<file path="src/hdl/rrs_pkg.sv">
// Package for the round-robin process scheduler.
// Holds the function and status codes and the ready-queue command struct; no dependencies.
package rrs_pkg;

  typedef enum logic [1:0] {
    FUNC_SELECT = 2'd0,
    FUNC_ADD    = 2'd1,
    FUNC_CREATE = 2'd2,
    FUNC_NOP    = 2'd3
  } func_e;

  typedef enum logic [1:0] {
    ST_OK    = 2'd0,
    ST_EMPTY = 2'd1,
    ST_FULL  = 2'd2
  } status_e;

  typedef struct packed {
    logic pop;
    logic push;
  } fifo_cmd_t;

endpackage

</file>
<file path="src/hdl/rrs_ready_fifo.sv">
// Circular queue of ready slot numbers with head, tail and fill count.
// Depends on rrs_pkg for the command struct.
module rrs_ready_fifo
  import rrs_pkg::*;
#(
  parameter int MAX_PROCS = 8
) (
  input  logic                           clk_i,
  input  logic                           rst_ni,
  input  fifo_cmd_t                      cmd_i,
  input  logic [$clog2(MAX_PROCS)-1:0]   push_id_i,
  output logic [$clog2(MAX_PROCS)-1:0]   head_id_o,
  output logic [$clog2(MAX_PROCS+1)-1:0] count_o
);

  localparam int IdW  = $clog2(MAX_PROCS);
  localparam int CntW = $clog2(MAX_PROCS + 1);
  localparam logic [IdW-1:0] LastPtr = IdW'(MAX_PROCS - 1);

  logic [IdW-1:0]  mem_q [MAX_PROCS];
  logic [IdW-1:0]  head_q, head_d;
  logic [IdW-1:0]  tail_q, tail_d;
  logic [CntW-1:0] count_q, count_d;

  always_comb begin
    head_d  = head_q;
    tail_d  = tail_q;
    count_d = count_q;
    if (cmd_i.pop) begin
      head_d = (head_q == LastPtr) ? '0 : head_q + IdW'(1);
    end
    if (cmd_i.push) begin
      tail_d = (tail_q == LastPtr) ? '0 : tail_q + IdW'(1);
    end
    if (cmd_i.push && !cmd_i.pop) begin
      count_d = count_q + CntW'(1);
    end else if (cmd_i.pop && !cmd_i.push) begin
      count_d = count_q - CntW'(1);
    end
  end

  always_ff @(posedge clk_i or negedge rst_ni) begin
    if (!rst_ni) begin
      head_q  <= '0;
      tail_q  <= '0;
      count_q <= '0;
    end else begin
      head_q  <= head_d;
      tail_q  <= tail_d;
      count_q <= count_d;
    end
  end

  always_ff @(posedge clk_i) begin
    if (cmd_i.push) begin
      mem_q[tail_q] <= push_id_i;
    end
  end

  assign head_id_o = mem_q[head_q];
  assign count_o   = count_q;

endmodule

</file>
<file path="src/hdl/rrs_sp_table.sv">
// Saved stack pointer table, one entry per process slot.
// One write port and one combinational read port; no package dependencies.
module rrs_sp_table #(
  parameter int MAX_PROCS = 8,
  parameter int SP_BITS   = 16
) (
  input  logic                         clk_i,
  input  logic                         wr_en_i,
  input  logic [$clog2(MAX_PROCS)-1:0] wr_addr_i,
  input  logic [SP_BITS-1:0]           wr_data_i,
  input  logic [$clog2(MAX_PROCS)-1:0] rd_addr_i,
  output logic [SP_BITS-1:0]           rd_data_o
);

  logic [SP_BITS-1:0] sp_q [MAX_PROCS];

  always_ff @(posedge clk_i) begin
    if (wr_en_i) begin
      sp_q[wr_addr_i] <= wr_data_i;
    end
  end

  assign rd_data_o = sp_q[rd_addr_i];

endmodule

</file>
<file path="src/hdl/round_robin_process_scheduler.sv">
// Round-robin process scheduler: ready queue, saved stack pointers and running slot.
// Items pass from the input register to the result register, one item per cycle while the
// result side does not stall. The rate is set by the single pass from the input register
// through queue and table to the result register, with all scheduler state updated in the same edge.
// Reset clears queue pointers, fill count, slot count and the running slot; the pointer table
// and queue entries are undefined until written. Uses rrs_pkg, rrs_ready_fifo, rrs_sp_table.
module round_robin_process_scheduler
  import rrs_pkg::*;
#(
  parameter int MAX_PROCS = 8,
  parameter int SP_BITS   = 16
) (
  input  logic        clk_i,
  input  logic        rst_ni,
  input  logic        in_valid_i,
  output logic        in_ready_o,
  input  logic [1:0]  func_i,
  input  logic [15:0] cur_sp_i,
  input  logic        cur_waiting_i,
  input  logic [2:0]  proc_id_i,
  output logic        out_valid_o,
  input  logic        out_ready_i,
  output logic [15:0] next_sp_o,
  output logic [2:0]  run_id_o,
  output logic        run_valid_o,
  output logic [2:0]  new_id_o,
  output logic [1:0]  status_o
);

  localparam int IdW  = $clog2(MAX_PROCS);
  localparam int CntW = $clog2(MAX_PROCS + 1);
  localparam logic [CntW-1:0] CntFull = CntW'(MAX_PROCS);

  // Input register. The item waits here until the result register is free; the pass from
  // here to the result register also commits every state change of the item.
  logic        in_valid_q;
  logic [1:0]  func_q;
  logic [15:0] cur_sp_q;
  logic        waiting_q;
  logic [2:0]  proc_q;
  logic        advance;
  logic        out_valid_q;

  assign advance    = in_valid_q && (!out_valid_q || out_ready_i);
  assign in_ready_o = !in_valid_q || advance;

  always_ff @(posedge clk_i or negedge rst_ni) begin
    if (!rst_ni) begin
      in_valid_q <= 1'b0;
    end else if (in_ready_o) begin
      in_valid_q <= in_valid_i;
    end
  end

  always_ff @(posedge clk_i) begin
    if (in_valid_i && in_ready_o) begin
      func_q    <= func_i;
      cur_sp_q  <= cur_sp_i;
      waiting_q <= cur_waiting_i;
      proc_q    <= proc_id_i;
    end
  end

  // Stack pointer as stored: the incoming 16 bits cut or zero-extended to SP_BITS.
  logic [SP_BITS+15:0] sp_in_ext;
  logic [SP_BITS-1:0]  sp;
  assign sp_in_ext = {{SP_BITS{1'b0}}, cur_sp_q};
  assign sp        = sp_in_ext[SP_BITS-1:0];

  // Requested slot for add, reduced to the index width after the range check.
  logic [IdW+2:0] pid_ext;
  logic [IdW-1:0] pid_idx;
  assign pid_ext = {{IdW{1'b0}}, proc_q};
  assign pid_idx = pid_ext[IdW-1:0];

  // Scheduler state kept in this module.
  logic [IdW-1:0]  run_slot_q, run_slot_d;
  logic            run_valid_q, run_valid_d;
  logic [CntW-1:0] slots_q, slots_d;

  // Queue and table connections.
  fifo_cmd_t          fifo_cmd;
  logic [IdW-1:0]     push_id;
  logic [IdW-1:0]     head_id;
  logic [CntW-1:0]    fifo_count;
  logic               tbl_wr_en;
  logic [IdW-1:0]     tbl_wr_addr;
  logic [SP_BITS-1:0] tbl_rd_data;

  rrs_ready_fifo #(
    .MAX_PROCS(MAX_PROCS)
  ) u_fifo (
    .clk_i    (clk_i),
    .rst_ni   (rst_ni),
    .cmd_i    (fifo_cmd),
    .push_id_i(push_id),
    .head_id_o(head_id),
    .count_o  (fifo_count)
  );

  // The table is read at the queue head, the slot a select would resume.
  rrs_sp_table #(
    .MAX_PROCS(MAX_PROCS),
    .SP_BITS  (SP_BITS)
  ) u_table (
    .clk_i    (clk_i),
    .wr_en_i  (tbl_wr_en),
    .wr_addr_i(tbl_wr_addr),
    .wr_data_i(sp),
    .rd_addr_i(head_id),
    .rd_data_o(tbl_rd_data)
  );

  // Per-function decisions. Every state change is qualified by advance, so that an item
  // waiting on a stalled output changes nothing until it really moves on.
  logic               do_pop, do_push, do_wr;
  logic               cur;
  logic [SP_BITS-1:0] next_sp;
  logic [IdW-1:0]     new_id;
  status_e            status;

  always_comb begin
    do_pop      = 1'b0;
    do_push     = 1'b0;
    do_wr       = 1'b0;
    push_id     = run_slot_q;
    tbl_wr_addr = run_slot_q;
    run_slot_d  = run_slot_q;
    run_valid_d = run_valid_q;
    slots_d     = slots_q;
    next_sp     = sp;
    new_id      = '0;
    status      = ST_OK;
    cur         = run_valid_q && (sp != '0);
    case (func_e'(func_q))
      FUNC_SELECT: begin
        if (fifo_count == '0) begin
          status = ST_EMPTY;
        end else begin
          // Save a running nonzero pointer, pop the head, and requeue that slot behind it unless it waits.
          do_wr       = cur;
          do_pop      = 1'b1;
          do_push     = cur && !waiting_q;
          run_slot_d  = head_id;
          run_valid_d = 1'b1;
          // The table read sees the old contents, so a slot resumed in the same pass
          // that saves it takes the pointer being saved.
          next_sp     = (cur && (head_id == run_slot_q)) ? sp : tbl_rd_data;
        end
      end
      FUNC_ADD: begin
        if ((fifo_count == CntFull) || (32'(proc_q) >= 32'(MAX_PROCS))) begin
          status = ST_FULL;
        end else begin
          do_push = 1'b1;
          push_id = pid_idx;
        end
      end
      FUNC_CREATE: begin
        if ((slots_q == CntFull) || (fifo_count == CntFull)) begin
          status = ST_FULL;
        end else begin
          do_wr       = 1'b1;
          tbl_wr_addr = slots_q[IdW-1:0];
          do_push     = 1'b1;
          push_id     = slots_q[IdW-1:0];
          slots_d     = slots_q + CntW'(1);
          new_id      = slots_q[IdW-1:0];
        end
      end
      default: begin
        // No operation: the pointer is echoed and nothing changes.
        status = ST_OK;
      end
    endcase
  end

  assign fifo_cmd.pop  = advance && do_pop;
  assign fifo_cmd.push = advance && do_push;
  assign tbl_wr_en     = advance && do_wr;

  always_ff @(posedge clk_i or negedge rst_ni) begin
    if (!rst_ni) begin
      run_slot_q  <= '0;
      run_valid_q <= 1'b0;
      slots_q     <= '0;
    end else if (advance) begin
      run_slot_q  <= run_slot_d;
      run_valid_q <= run_valid_d;
      slots_q     <= slots_d;
    end
  end

  // Result register.
  logic [SP_BITS-1:0] next_sp_q;
  logic [2:0]         run_id_q;
  logic               run_flag_q;
  logic [2:0]         new_id_q;
  status_e            status_q;
  logic [IdW+2:0]     run_ext;
  logic [IdW+2:0]     new_ext;

  assign run_ext = {3'd0, run_slot_d};
  assign new_ext = {3'd0, new_id};

  always_ff @(posedge clk_i or negedge rst_ni) begin
    if (!rst_ni) begin
      out_valid_q <= 1'b0;
    end else if (advance) begin
      out_valid_q <= 1'b1;
    end else if (out_ready_i) begin
      out_valid_q <= 1'b0;
    end
  end

  always_ff @(posedge clk_i) begin
    if (advance) begin
      next_sp_q  <= next_sp;
      run_id_q   <= run_ext[2:0];
      run_flag_q <= run_valid_d;
      new_id_q   <= new_ext[2:0];
      status_q   <= status;
    end
  end

  logic [SP_BITS+15:0] sp_out_ext;
  assign sp_out_ext = {16'd0, next_sp_q};

  assign out_valid_o = out_valid_q;
  assign next_sp_o   = sp_out_ext[15:0];
  assign run_id_o    = run_id_q;
  assign run_valid_o = run_flag_q;
  assign new_id_o    = new_id_q;
  assign status_o    = status_q;

endmodule

</file>
<file path="config.mk">
export PLATFORM = sky130hd
export DESIGN_NAME = round_robin_process_scheduler
export DESIGN_NICKNAME = d
export VERILOG_FILES = /design/src/hdl/rrs_pkg.sv /design/src/hdl/rrs_ready_fifo.sv /design/src/hdl/rrs_sp_table.sv /design/src/hdl/round_robin_process_scheduler.sv
export SDC_FILE = /design/constraint.sdc
export NUM_CORES = 1
export LEC_CHECK = 0
export ABC_AREA = 1
export BUFFER_PORTS_ARGS = -buffer_cell sky130_fd_sc_hd__buf_4
export CAP_MARGIN = 10
export CORE_ASPECT_RATIO = 0.9
export CORE_MARGIN = 2
export CORE_UTILIZATION = 55
export CTS_BUF_LIST = sky130_fd_sc_hd__clkbuf_4
export CTS_CLUSTER_DIAMETER = 100
export DETAILED_ROUTE_END_ITERATION = 8
export PLACE_DENSITY = 0.73
export SETUP_SLACK_MARGIN = 0.3
export SYNTH_ARGS = -nofsm -noshare
export SYNTH_HDL_FRONTEND = slang
export SYNTH_SLANG_ARGS = --single-unit
</file>
<file path="constraint.sdc">
create_clock -name clk_i -period 3.48 [get_ports clk_i]
set_clock_uncertainty 0.15 [all_clocks]
set_input_delay 0.174 -clock clk_i [delete_from_list [all_inputs] [get_ports clk_i]]
set_output_delay 0.174 -clock clk_i [all_outputs]
set_load 0.005 [all_outputs]
</file>
==> results of run 1 <==
## power breakdown
part	total, W	switching, W	internal, W
Sequential	0.00347	0.000209	0.00326
Clock	0.00215	0.000979	0.00117
Combinational	0.00349	0.00234	0.00114
Total	0.00911	0.00353	0.00558
## kinds of logic after synthesis
group,count (synthesis)
xor gates and xnor gates,6
DFF,219
buffers and inverters,181
AOI/OAI and AO/OA,25
adders and majority gates,14
and+or+nand+nor,442
## layout by cell type, fill, tap and decap left out
cell type,instances
clkinv_1,13
dlygate4sd3_1,28
edfxtp_1,199
nor3_1,8
a21oi_1,4
nor3_2,2
clkbuf_4,78
a211oi_2,1
dfrtp_1,20
ha_1,13
o21ai_1,1
buf_12,1
nor2_4,2
buf_4,98
nand3b_1,48
inv_1,138
nand4_1,17
nand3_2,4
nor2_1,26
nor2_2,4
nand3_1,136
nand2_1,188
inv_2,6
nand2_4,4
xnor2_1,3
diode_2,5
nand2_2,3
o21ai_0,18
fa_1,1
clkinv_2,2
o21bai_1,1
bufinv_16,2
xor2_1,3
## layout make-up
class / count / share of cell area
clock inverter: 17 / 0.01024
timing repair buffer: 127 / 0.08929
tap: 240 / 0.02588
antenna: 5 / 0.001078
clock buffer: 78 / 0.05047
inverter: 144 / 0.04659
multi-input combinational: 487 / 0.2183
sequential: 219 / 0.5582
## layer usage
metal	routed length, um	vias to the layer above	share of wire	GRT usage
met3	1647	39	0.075	0.05835
met1	9089	3162	0.42	0.3214
li1	-	3316	-	-
met2	10680	260	0.49	0.3868
met4	447	0	0.020	0.08966
met5	0	-	0	0
## registers in the layout, summed over array words and instances (netlist names), 2 cells and up
register        cells
slots_q             4
next_sp_o          16
u_fifo.count_o      4
pid_idx             3
cur_sp_q           16
u_table.sp_q      128
u_fifo.mem_q       24
run_id_o            3
status_o            2
u_fifo.tail_q       3
new_id_o            3
func_q              2
u_fifo.head_q       3
run_slot_q          3
## metrics by stage
step	util	setup WS, ps	instances	hold slack (ps)
after floorplan	-	662.0	887	-271.6
after CTS	0.6514	444.9	1289	36.90
after global placement	0.5951	507.3	1166	-72.95
after global routing	0.6631	319.9	1317	33.59
after detailed placement	0.5951	437.3	1166	-70.92
final	0.6631	546.9	1317	93.72
## what timing repair did
item / 4_1_cts / 5_1_grt
setup buffers: 0 / 23
hold endpoints to repair: 44 / 0
endpoints found under the setup margin: 0 / 1
gates resized for setup: 0 / 6
hold buffers: 28 / 0
## worst register-to-register path, stage by stage, from the launching register on
cell and delay, ps:
dfrtp_1 570, inv_2 290, nand2_1 80, nand3_1 110, nand3_2 130, nand2_4 290, nand2_1 100, nand2_1 130
nor2_4 50, nand2_4 270, nand2_4 270, nand2_1 120, nand2_1 90
## worst min path at each step
stage / slack [ps] / endpoint / depth (start not counted) / from
global placement: -70 / in_valid_q / 1 / rst_ni
detailed placement: -70 / in_valid_q / 1 / rst_ni
floorplan: -270 / in_valid_q / 0 / rst_ni
global route: 30 / cur_sp_q[7] / 2 / cur_sp_i[7]
CTS: 40 / pid_idx[2] / 2 / proc_id_i[2]
finish: 90 / pid_idx[1] / 2 / proc_id_i[1]
==> flow_summary.toml, run 1 <==
[clock_network]
clock-sinks = 219
clk_path_buf_depth = 3
path_clk_slew_ps = 80
cts_tree = "built"
numCtsBuffers = 54
insertion_delay_ps = 660
root_buffer = "clkbuf_4"
htree_levels = 2

[worst_setup_path]
cp_num_buf_inv = 1
cpMostUsedCell = "nand2_1"
crit_fanout = 19
crit_start = "u_fifo.head_q[0]"
crit_type = "reg2reg"
worstSetupStartpointType = "register"
crit_chain = "inv_2 > nand2_1 > nand3_1 > nand3_2 > nand2_4 > nand2_1 > nand2_1 > nor2_4 > nand2_4 > nand2_4 > nand2_1 > nand2_1"
r2r-start = "u_fifo.head_q[0]"
crit_path_max_incr_delay_ps = 570
slowest_stage = "dfrtp_1"
critPathRequiredTime_ps = 3700
cp_top_family = "simple AND/OR/NAND/NOR gates"
reg2reg_slack_ps = 550
critPathCaptureType = "register"
r2r-end = "next_sp_o[15]"
arrival_ps = 3150
setup.worst_path.end = "next_sp_o[15]"
cp.depth = 12
worstRegToRegCells = 12

[global_routing]
antenna_found_initial = 1
grt_pass1_wl_um = 34000
first_global_vias = 6392
grt_max_degree = 65
grt_overflow = 0
grt_usage = 0.2400

[timing]
fmax_ghz = 0.3409
max_slew_margin = 0.3063
slew_viol_final = 0
setup_viol = 0
fin_crit_ps = 2933
tightestPinTransition_ps = 1037
rsz0062_at_grt = "no"
finalCritPeriodShare = 0.8428
fin_tns_setup_ps = 0
hold_viol_final = 0

[yosys]
syn_area_per_cell_um2 = 10.96
synthMuxAreaShare = 0
synth_warnings = 0
yosys.area_share.xor_xnor = 0.005404
synth_edf_count = 199
synth_most_common_cell = "edfxtp_1"
synthTopCellsByCount = "199 x edfxtp_1, 189 x nand2_1, 139 x inv_1"
synth_top_area_share = 0.6145
synthAdderAreaFrac = 0.01879
yosys.area_share.simple = 0.2200
synth_top_family_by_area = "simple AND/OR/NAND/NOR gates"
synthCells = 887
ys_top_cells_by_area = "edfxtp_1 61%, nand2_1 7.3%, nand3_1 7.1%"
netlist_area_um2 = 9724
synthDistinctLibCells = 28
synth_compound_area_frac = 0.01338
synth.yosys.seq_area_share = 0.6660
synthArstFlopShare = 0.09132
yosysTopAreaCell = "edfxtp_1"
synth_flop_cell = "edfxtp_1"
syn_nets = 927
synth_seq_cells = 219

[place]
place.gp.congestion = 0.8210
hpwl_um = 12210
io_buffers = 52
dpl_cell_area_um2 = 10410

[route]
first_pass_iters = 5
drt-initial-drc-count = 499
viasPerCell = 5.146
drcViolationCount = 0
wire_per_inst_um = 16.60
postRouteAntennaNets = 0
num_vias = 6777
wl_um = 21860

[floorplanning]
die_w_um = 144.2
io-pin-count = 53
die-area_um2 = 18760
core_area_um2 = 17500
die_h_um = 130.1
rows = 46
start_util = 0.5558

[finish]
fill_cells = 1284
multi_input_area_um2 = 2532
area_delta_synth_final_pct = 19.31
layout.nets = 1073
drive_above_1_share = 0.1931
fin_area_um2 = 11600
ff_latch_area_um2 = 6476

[power_and_ir_drop]
leakagePower_nw = 4.959
vdd_drop_max_uv = 528.0
powerDensity_nw_per_um2 = 785.1
power_w = 0.009109

[status]
status = "complete, no violations"

[job]
maxCapViolCount = 0

[min_path]
hp-class = "in2reg"
(Power assumes the default switching activity.)
==> inputs of run 2 (changes only) <==
==> constraint.sdc (replaced) <==
create_clock -name clk_i -period 2.9 [get_ports clk_i]
set_clock_uncertainty 0.15 [all_clocks]
set_input_delay 0.145 -clock clk_i [delete_from_list [all_inputs] [get_ports clk_i]]
set_output_delay 0.145 -clock clk_i [all_outputs]
set_load 0.005 [all_outputs]
==> run 2 against run 1 <==
Cell count grew 2.1%. Sequential power grew 18%. Sequential cell count is the same. Critical path type unchanged.
==> flow_summary.toml, run 2 (same netlist as run 1, synthesis figures left out) <==
[status]
status = "complete, no violations"

[route]
num_vias = 7036
wire_per_inst_um = 16.70
postRouteAntennaNets = 0
first_pass_iters = 5
viasPerCell = 5.231
drt-initial-drc-count = 700
wl_um = 22460
drcViolationCount = 0

[timing]
timing.hold.ws_ps = 73.59
hold_viol_final = 0
tightestPinTransition_ps = 1023
fin_crit_ps = 2709
max_slew_margin = 0.3160
rsz0062_at_grt = "yes"
setup_slack_ps = 190.6
setup_viol = 0
slew_viol_final = 0
fmax_ghz = 0.3691
fin_tns_setup_ps = 0
finalCritPeriodShare = 0.9343

[finish]
finalCoreUtilization = 0.6796
regMostFlops = "u_table.sp_q"
reg_top3 = "u_table.sp_q (128), u_fifo.mem_q (24)"
final_cell_mix = "199 x edfxtp_1, 186 x nand2_1, 136 x nand3_1, 130 x inv_1, 122 x buf_4"
largest_reg_flops = 128
area_delta_synth_final_pct = 22.29
mostFrequentLayoutCell = "edfxtp_1"
layout.nets = 1101
drive_above_1_share = 0.2328

[power_and_ir_drop]
vdd_drop_max_uv = 661.5
leakagePower_nw = 5.087
powerDensity_nw_per_um2 = 946.4
power_w = 0.01125
p_comb_frac = 0.417
power_frac_seq = 0.365
p_sw_w = 0.004475
switching_share = 0.3976
internal_power_w = 0.006779
clkPwrFrac = 0.217

[worst_setup_path]
crit_type = "reg2reg"
critPathRequiredTime_ps = 3280
critPathCaptureType = "register"
crit_fanout = 3
arrival_ps = 3090
worstSetupStartpointType = "register"
r2r-start = "cur_sp_q[6]"
crit_start = "cur_sp_q[6]"

[job]
maxCapViolCount = 0

[global_routing]
grt_pass1_wl_um = 34220
grt_max_degree = 45
first_global_vias = 6697
grt_usage = 0.2429
grt_overflow = 0
antenna_found_initial = 1

[clock_network]
clock-sinks = 219
clk_path_buf_depth = 3
numCtsBuffers = 55
root_buffer = "clkbuf_4"
htree_levels = 2
path_clk_slew_ps = 70
cts_tree = "built"
insertion_delay_ps = 650

[floorplanning]
die-area_um2 = 18760
core_area_um2 = 17500
io-pin-count = 53
die_h_um = 130.1
rows = 46
die_w_um = 144.2
start_util = 0.5558

[place]
place.gp.congestion = 0.8367
hpwl_um = 13020
io_buffers = 52
pre_cts_ws_ps = 102.5

[min_path]
hp-class = "in2reg"
worstHoldStart = "cur_sp_i[2]"
run 2: cell types whose count changed in the layout (fill, tap and decap cells not counted), moves of 3 or more:
cell,before,now
buf_4,98,122
clkinv_1,13,20
diode_2,5,1
ha_1,13,9
ha_4,0,4
inv_1,138,130
inv_2,6,13
nor2_1,26,23
nor2_2,4,7
nor3_1,8,1
nor3_2,2,8
o21ai_0,18,14
o21ai_1,1,5
run 2: power groups by stage:
stage / clock [W] / sequential, W / combinational (W)
after detailed placement: 0 / 0.00418 / 0.00433
final: 0.00245 / 0.00411 / 0.00470
after global placement: 0 / 0.00416 / 0.00425
after global routing: 0.00265 / 0.00415 / 0.00517
after floorplan: 0 / 0.00417 / 0.00301
after CTS: 0.00249 / 0.00410 / 0.00451
run 2: area by class of cell:
cell class	count	area (um^2)
multi-input combinational	487	2641
timing repair buffer	154	1259
tap	240	300.3
clock buffer	77	578.1
inverter	144	543.0
clock inverter	23	90.09
sequential	219	6477
fill	1261	5605
antenna	1	2.502
run 2: layer usage:
metal / part of all wire / wire length [um] / vias to the layer above / global-route usage
li1: - / - / 3359 / -
met1: 0.40 / 8983 / 3285 / 0.3243
met2: 0.48 / 10800 / 327 / 0.3916
met3: 0.087 / 1955 / 65 / 0.04807
met4: 0.032 / 726 / 0 / 0.1097
met5: 0 / 0 / - / 0
run 2: final timing paths:
kind	to	slack, ps	depth (start not counted)
min in group asynchronous	slots_q[1]	640	3
setup reg to reg	u_fifo.count_o[3]	190	18
hold / removal	cur_sp_q[2]	70	2
setup / recovery	u_fifo.count_o[3]	190	18
hold reg to reg	slots_q[3]	340	1
max in group asynchronous	u_fifo.count_o[2]	1270	3
run 2: what timing repair did:
action / 4_1_cts / 5_1_grt
setup endpoints to repair: 2 / 143
hold buffers: 28 / 0
gates resized for setup: 14 / 21
cloned: 0 / 0
pin swaps: 9 / 11
buffers inserted: 16 / 6
endpoints found under the hold margin: 62 / 0
run 2: worst max-delay path, stage by stage (launching register included):
cell	delay [ps]
edfxtp_1	340
nor2_1	50
nand2_1	120
nor2_2	80
a21oi_1	270
nand2_1	120
o21bai_1	190
nand2_2	80
inv_2	80
ha_4	160
inv_4	50
ha_4	240
nand2_2	50
nor2_1	40
a211oi_2	180
nand2_1	100
nand2_1	110
nor2_2	40
xor2_1	130
run 2: metrics by stage:
stage          instances  instance area, um^2
2_1_floorplan        887                 9752
3_3_place_gp        1194                10660
3_5_place_dp        1194                10660
4_1_cts             1338                11770
5_1_grt             1345                11890
6_report            1345                11890
==> inputs of run 3 (changes only) <==
--- a/config.mk
+++ b/config.mk
@@ -15,6 +15,7 @@
 export CTS_CLUSTER_DIAMETER = 100
 export DETAILED_ROUTE_END_ITERATION = 8
 export PLACE_DENSITY = 0.73
+export REMOVE_ABC_BUFFERS = 1
 export SETUP_SLACK_MARGIN = 0.3
 export SYNTH_ARGS = -nofsm -noshare
 export SYNTH_HDL_FRONTEND = slang
==> constraint.sdc (replaced) <==
create_clock -name clk_i -period 2.7 [get_ports clk_i]
set_clock_uncertainty 0.15 [all_clocks]
set_input_delay 0.135 -clock clk_i [delete_from_list [all_inputs] [get_ports clk_i]]
set_output_delay 0.135 -clock clk_i [all_outputs]
set_load 0.005 [all_outputs]
==> run 3 against run 2 <==
The run now ends with negative setup slack left. Via count up 2.3%. Total power is 14% higher. Highest routed layer unchanged. Combinational power grew 18%. Setup slack got worse by 210 ps.
==> flow_summary.toml, run 3 (same netlist as run 1, synthesis figures left out) <==
[timing]
finalCritPeriodShare = 1.009
tightestPinTransition_ps = 1102
setup_viol = 1
fin_crit_ps = 2723
hold_viol_final = 0
setup_slack_ps = -23.02
rsz0062_at_grt = "yes"
slew_viol_final = 0
max_slew_margin = 0.2632
fmax_ghz = 0.3672

[power_and_ir_drop]
power_w = 0.01286
powerDensity_nw_per_um2 = 1031
vdd_drop_max_uv = 830.1
leakagePower_nw = 5.326

[global_routing]
grt_usage = 0.2539
grt_overflow = 0
first_global_vias = 6951
grt_max_degree = 56
antenna_found_initial = 0
grt_pass1_wl_um = 35920

[clock_network]
htree_levels = 2
clock-sinks = 219
insertion_delay_ps = 650
root_buffer = "clkbuf_4"
path_clk_slew_ps = 70
cts_tree = "built"
clk_path_buf_depth = 3
numCtsBuffers = 56

[floorplanning]
rows = 46
die-area_um2 = 18760
start_util = 0.5558
core_area_um2 = 17500
die_w_um = 144.2
io-pin-count = 53
die_h_um = 130.1

[worst_setup_path]
critPathCaptureType = "register"
worstRegToRegCells = 20
crit_chain = "inv_2 > nand2_4 > nor3_4 > inv_2 > nand2_4 > nor2_4 > inv_2 > nand2_1 > o21bai_1 > nand2_2 > inv_2 > ha_4 > inv_4 > ha_4 > nand2_4 > nor2_2 > a211oi_2 > nor2_1 > nor2_1 > xor2_1"
arrival_ps = 3130
worstSetupStartpointType = "register"
reg2reg_slack_ps = -20
crit_path_max_incr_delay_ps = 390
crit_fanout = 3
cpMostUsedCell = "inv_2"
crit_type = "reg2reg"
slowest_stage = "dfrtp_1"
critPathRequiredTime_ps = 3100

[route]
wire_per_inst_um = 17.73
wl_um = 24230
viasPerCell = 5.263
drt-initial-drc-count = 680
postRouteAntennaNets = 0
first_pass_iters = 5
num_vias = 7195
drcViolationCount = 0

[min_path]
min_path_cells = 2
hp-class = "in2reg"

[place]
io_buffers = 52
place.gp.congestion = 0.8638
dpl_cell_area_um2 = 10840
dp_cells = 1209
hpwl_um = 13110

[finish]
final_cell_mix = "199 x edfxtp_1, 178 x nand2_1, 135 x nand3_1, 127 x buf_4, 125 x inv_1"
fin_area_um2 = 12470
instances_no_fill = 1367
area_delta_synth_final_pct = 28.23
layout.nets = 1123
reg_top3 = "u_table.sp_q (128), u_fifo.mem_q (24)"
fill_cells = 1234
antenna_cells = 0
regMostFlops = "u_table.sp_q"
mostFrequentLayoutCell = "edfxtp_1"
largest_reg_flops = 128
drive_above_1_share = 0.2839

[status]
status = "finished, violations left"
violations = "negative setup slack"

[job]
maxCapViolCount = 0
[run 3: cell types whose count changed in the layout (fill, tap and decap cells not counted), sizes merged]
cell,before,now
diode,1,0
bufinv,0,1
buf,126,145
clkinv,23,9
inv,144,145
clkbuf,77,93
[run 3: cell type report]
class,instances,area (um^2),area share
timing repair buffer,175,1610,0.1291
sequential,219,6476,0.5194
inverter,144,545.5,0.04375
multi-input combinational,487,2786,0.2235
tap,240,300.3,0.02408
clock buffer,91,683.2,0.05479
clock inverter,11,67.56,0.005418
[run 3: final timing paths]
path | startpoint | endpoint
worst min-delay path | cur_sp_i[1] | cur_sp_q[1]
min in group asynchronous | rst_ni | slots_q[0]
worst min register to register | slots_q[3] | slots_q[3]
worst max register to register | u_fifo.count_o[0] | u_fifo.count_o[3]
max in group asynchronous | rst_ni | u_fifo.head_q[0]
worst max-delay path | u_fifo.count_o[0] | u_fifo.count_o[3]
[run 3: critical path: cells and delay by family, from the launching register on]
| kind | cells | cell delay [ps] |
|---|---|---|
| AO/OA/AOI/OAI | 2 | 350 |
| XOR/XNOR | 1 | 190 |
| adder cells (fa/ha/maj) | 2 | 390 |
| buffers and inverters | 5 | 360 |
| flip-flops | 1 | 390 |
| AND/OR/NAND/NOR | 10 | 820 |
[run 3: repair_timing]
item,4_1_cts,5_1_grt
setup endpoints to repair,133,162
endpoints found under the hold margin,50,0
cloned,1,2
gates resized for setup,39,58
buffers inserted,14,11
hold buffers,28,0
pin swaps,13,21
[run 3: power breakdown]
part	internal (W)	leakage, nW	switching (W)
combinational	0.00204	2.81	0.00349
sequential	0.00420	2.06	0.000209
clock	0.00161	0.451	0.00131
[run 3: layer usage]
metal,part of all wire,vias to the layer above,GRT usage
met2,0.49,312,0.4118
met1,0.40,3414,0.3432
met5,0,-,0
met3,0.084,56,0.05321
li1,-,3413,-
met4,0.024,0,0.09537
[run 3: metrics by stage]
step | util | hold WS [ps] | setup WS, ps | setup TNS [ps]
3_3_place_gp | 0.6193 | -107.3 | -76.81 | -76.81
5_1_grt | 0.7127 | 22.78 | -118.4 | -118.4
3_5_place_dp | 0.6193 | -99.46 | -291.1 | -291.1
6_report | 0.7127 | 59.84 | -23.02 | -23.02
4_1_cts | 0.6936 | 15.62 | -30.51 | -30.51
2_1_floorplan | - | -310.6 | -1445 | -80730
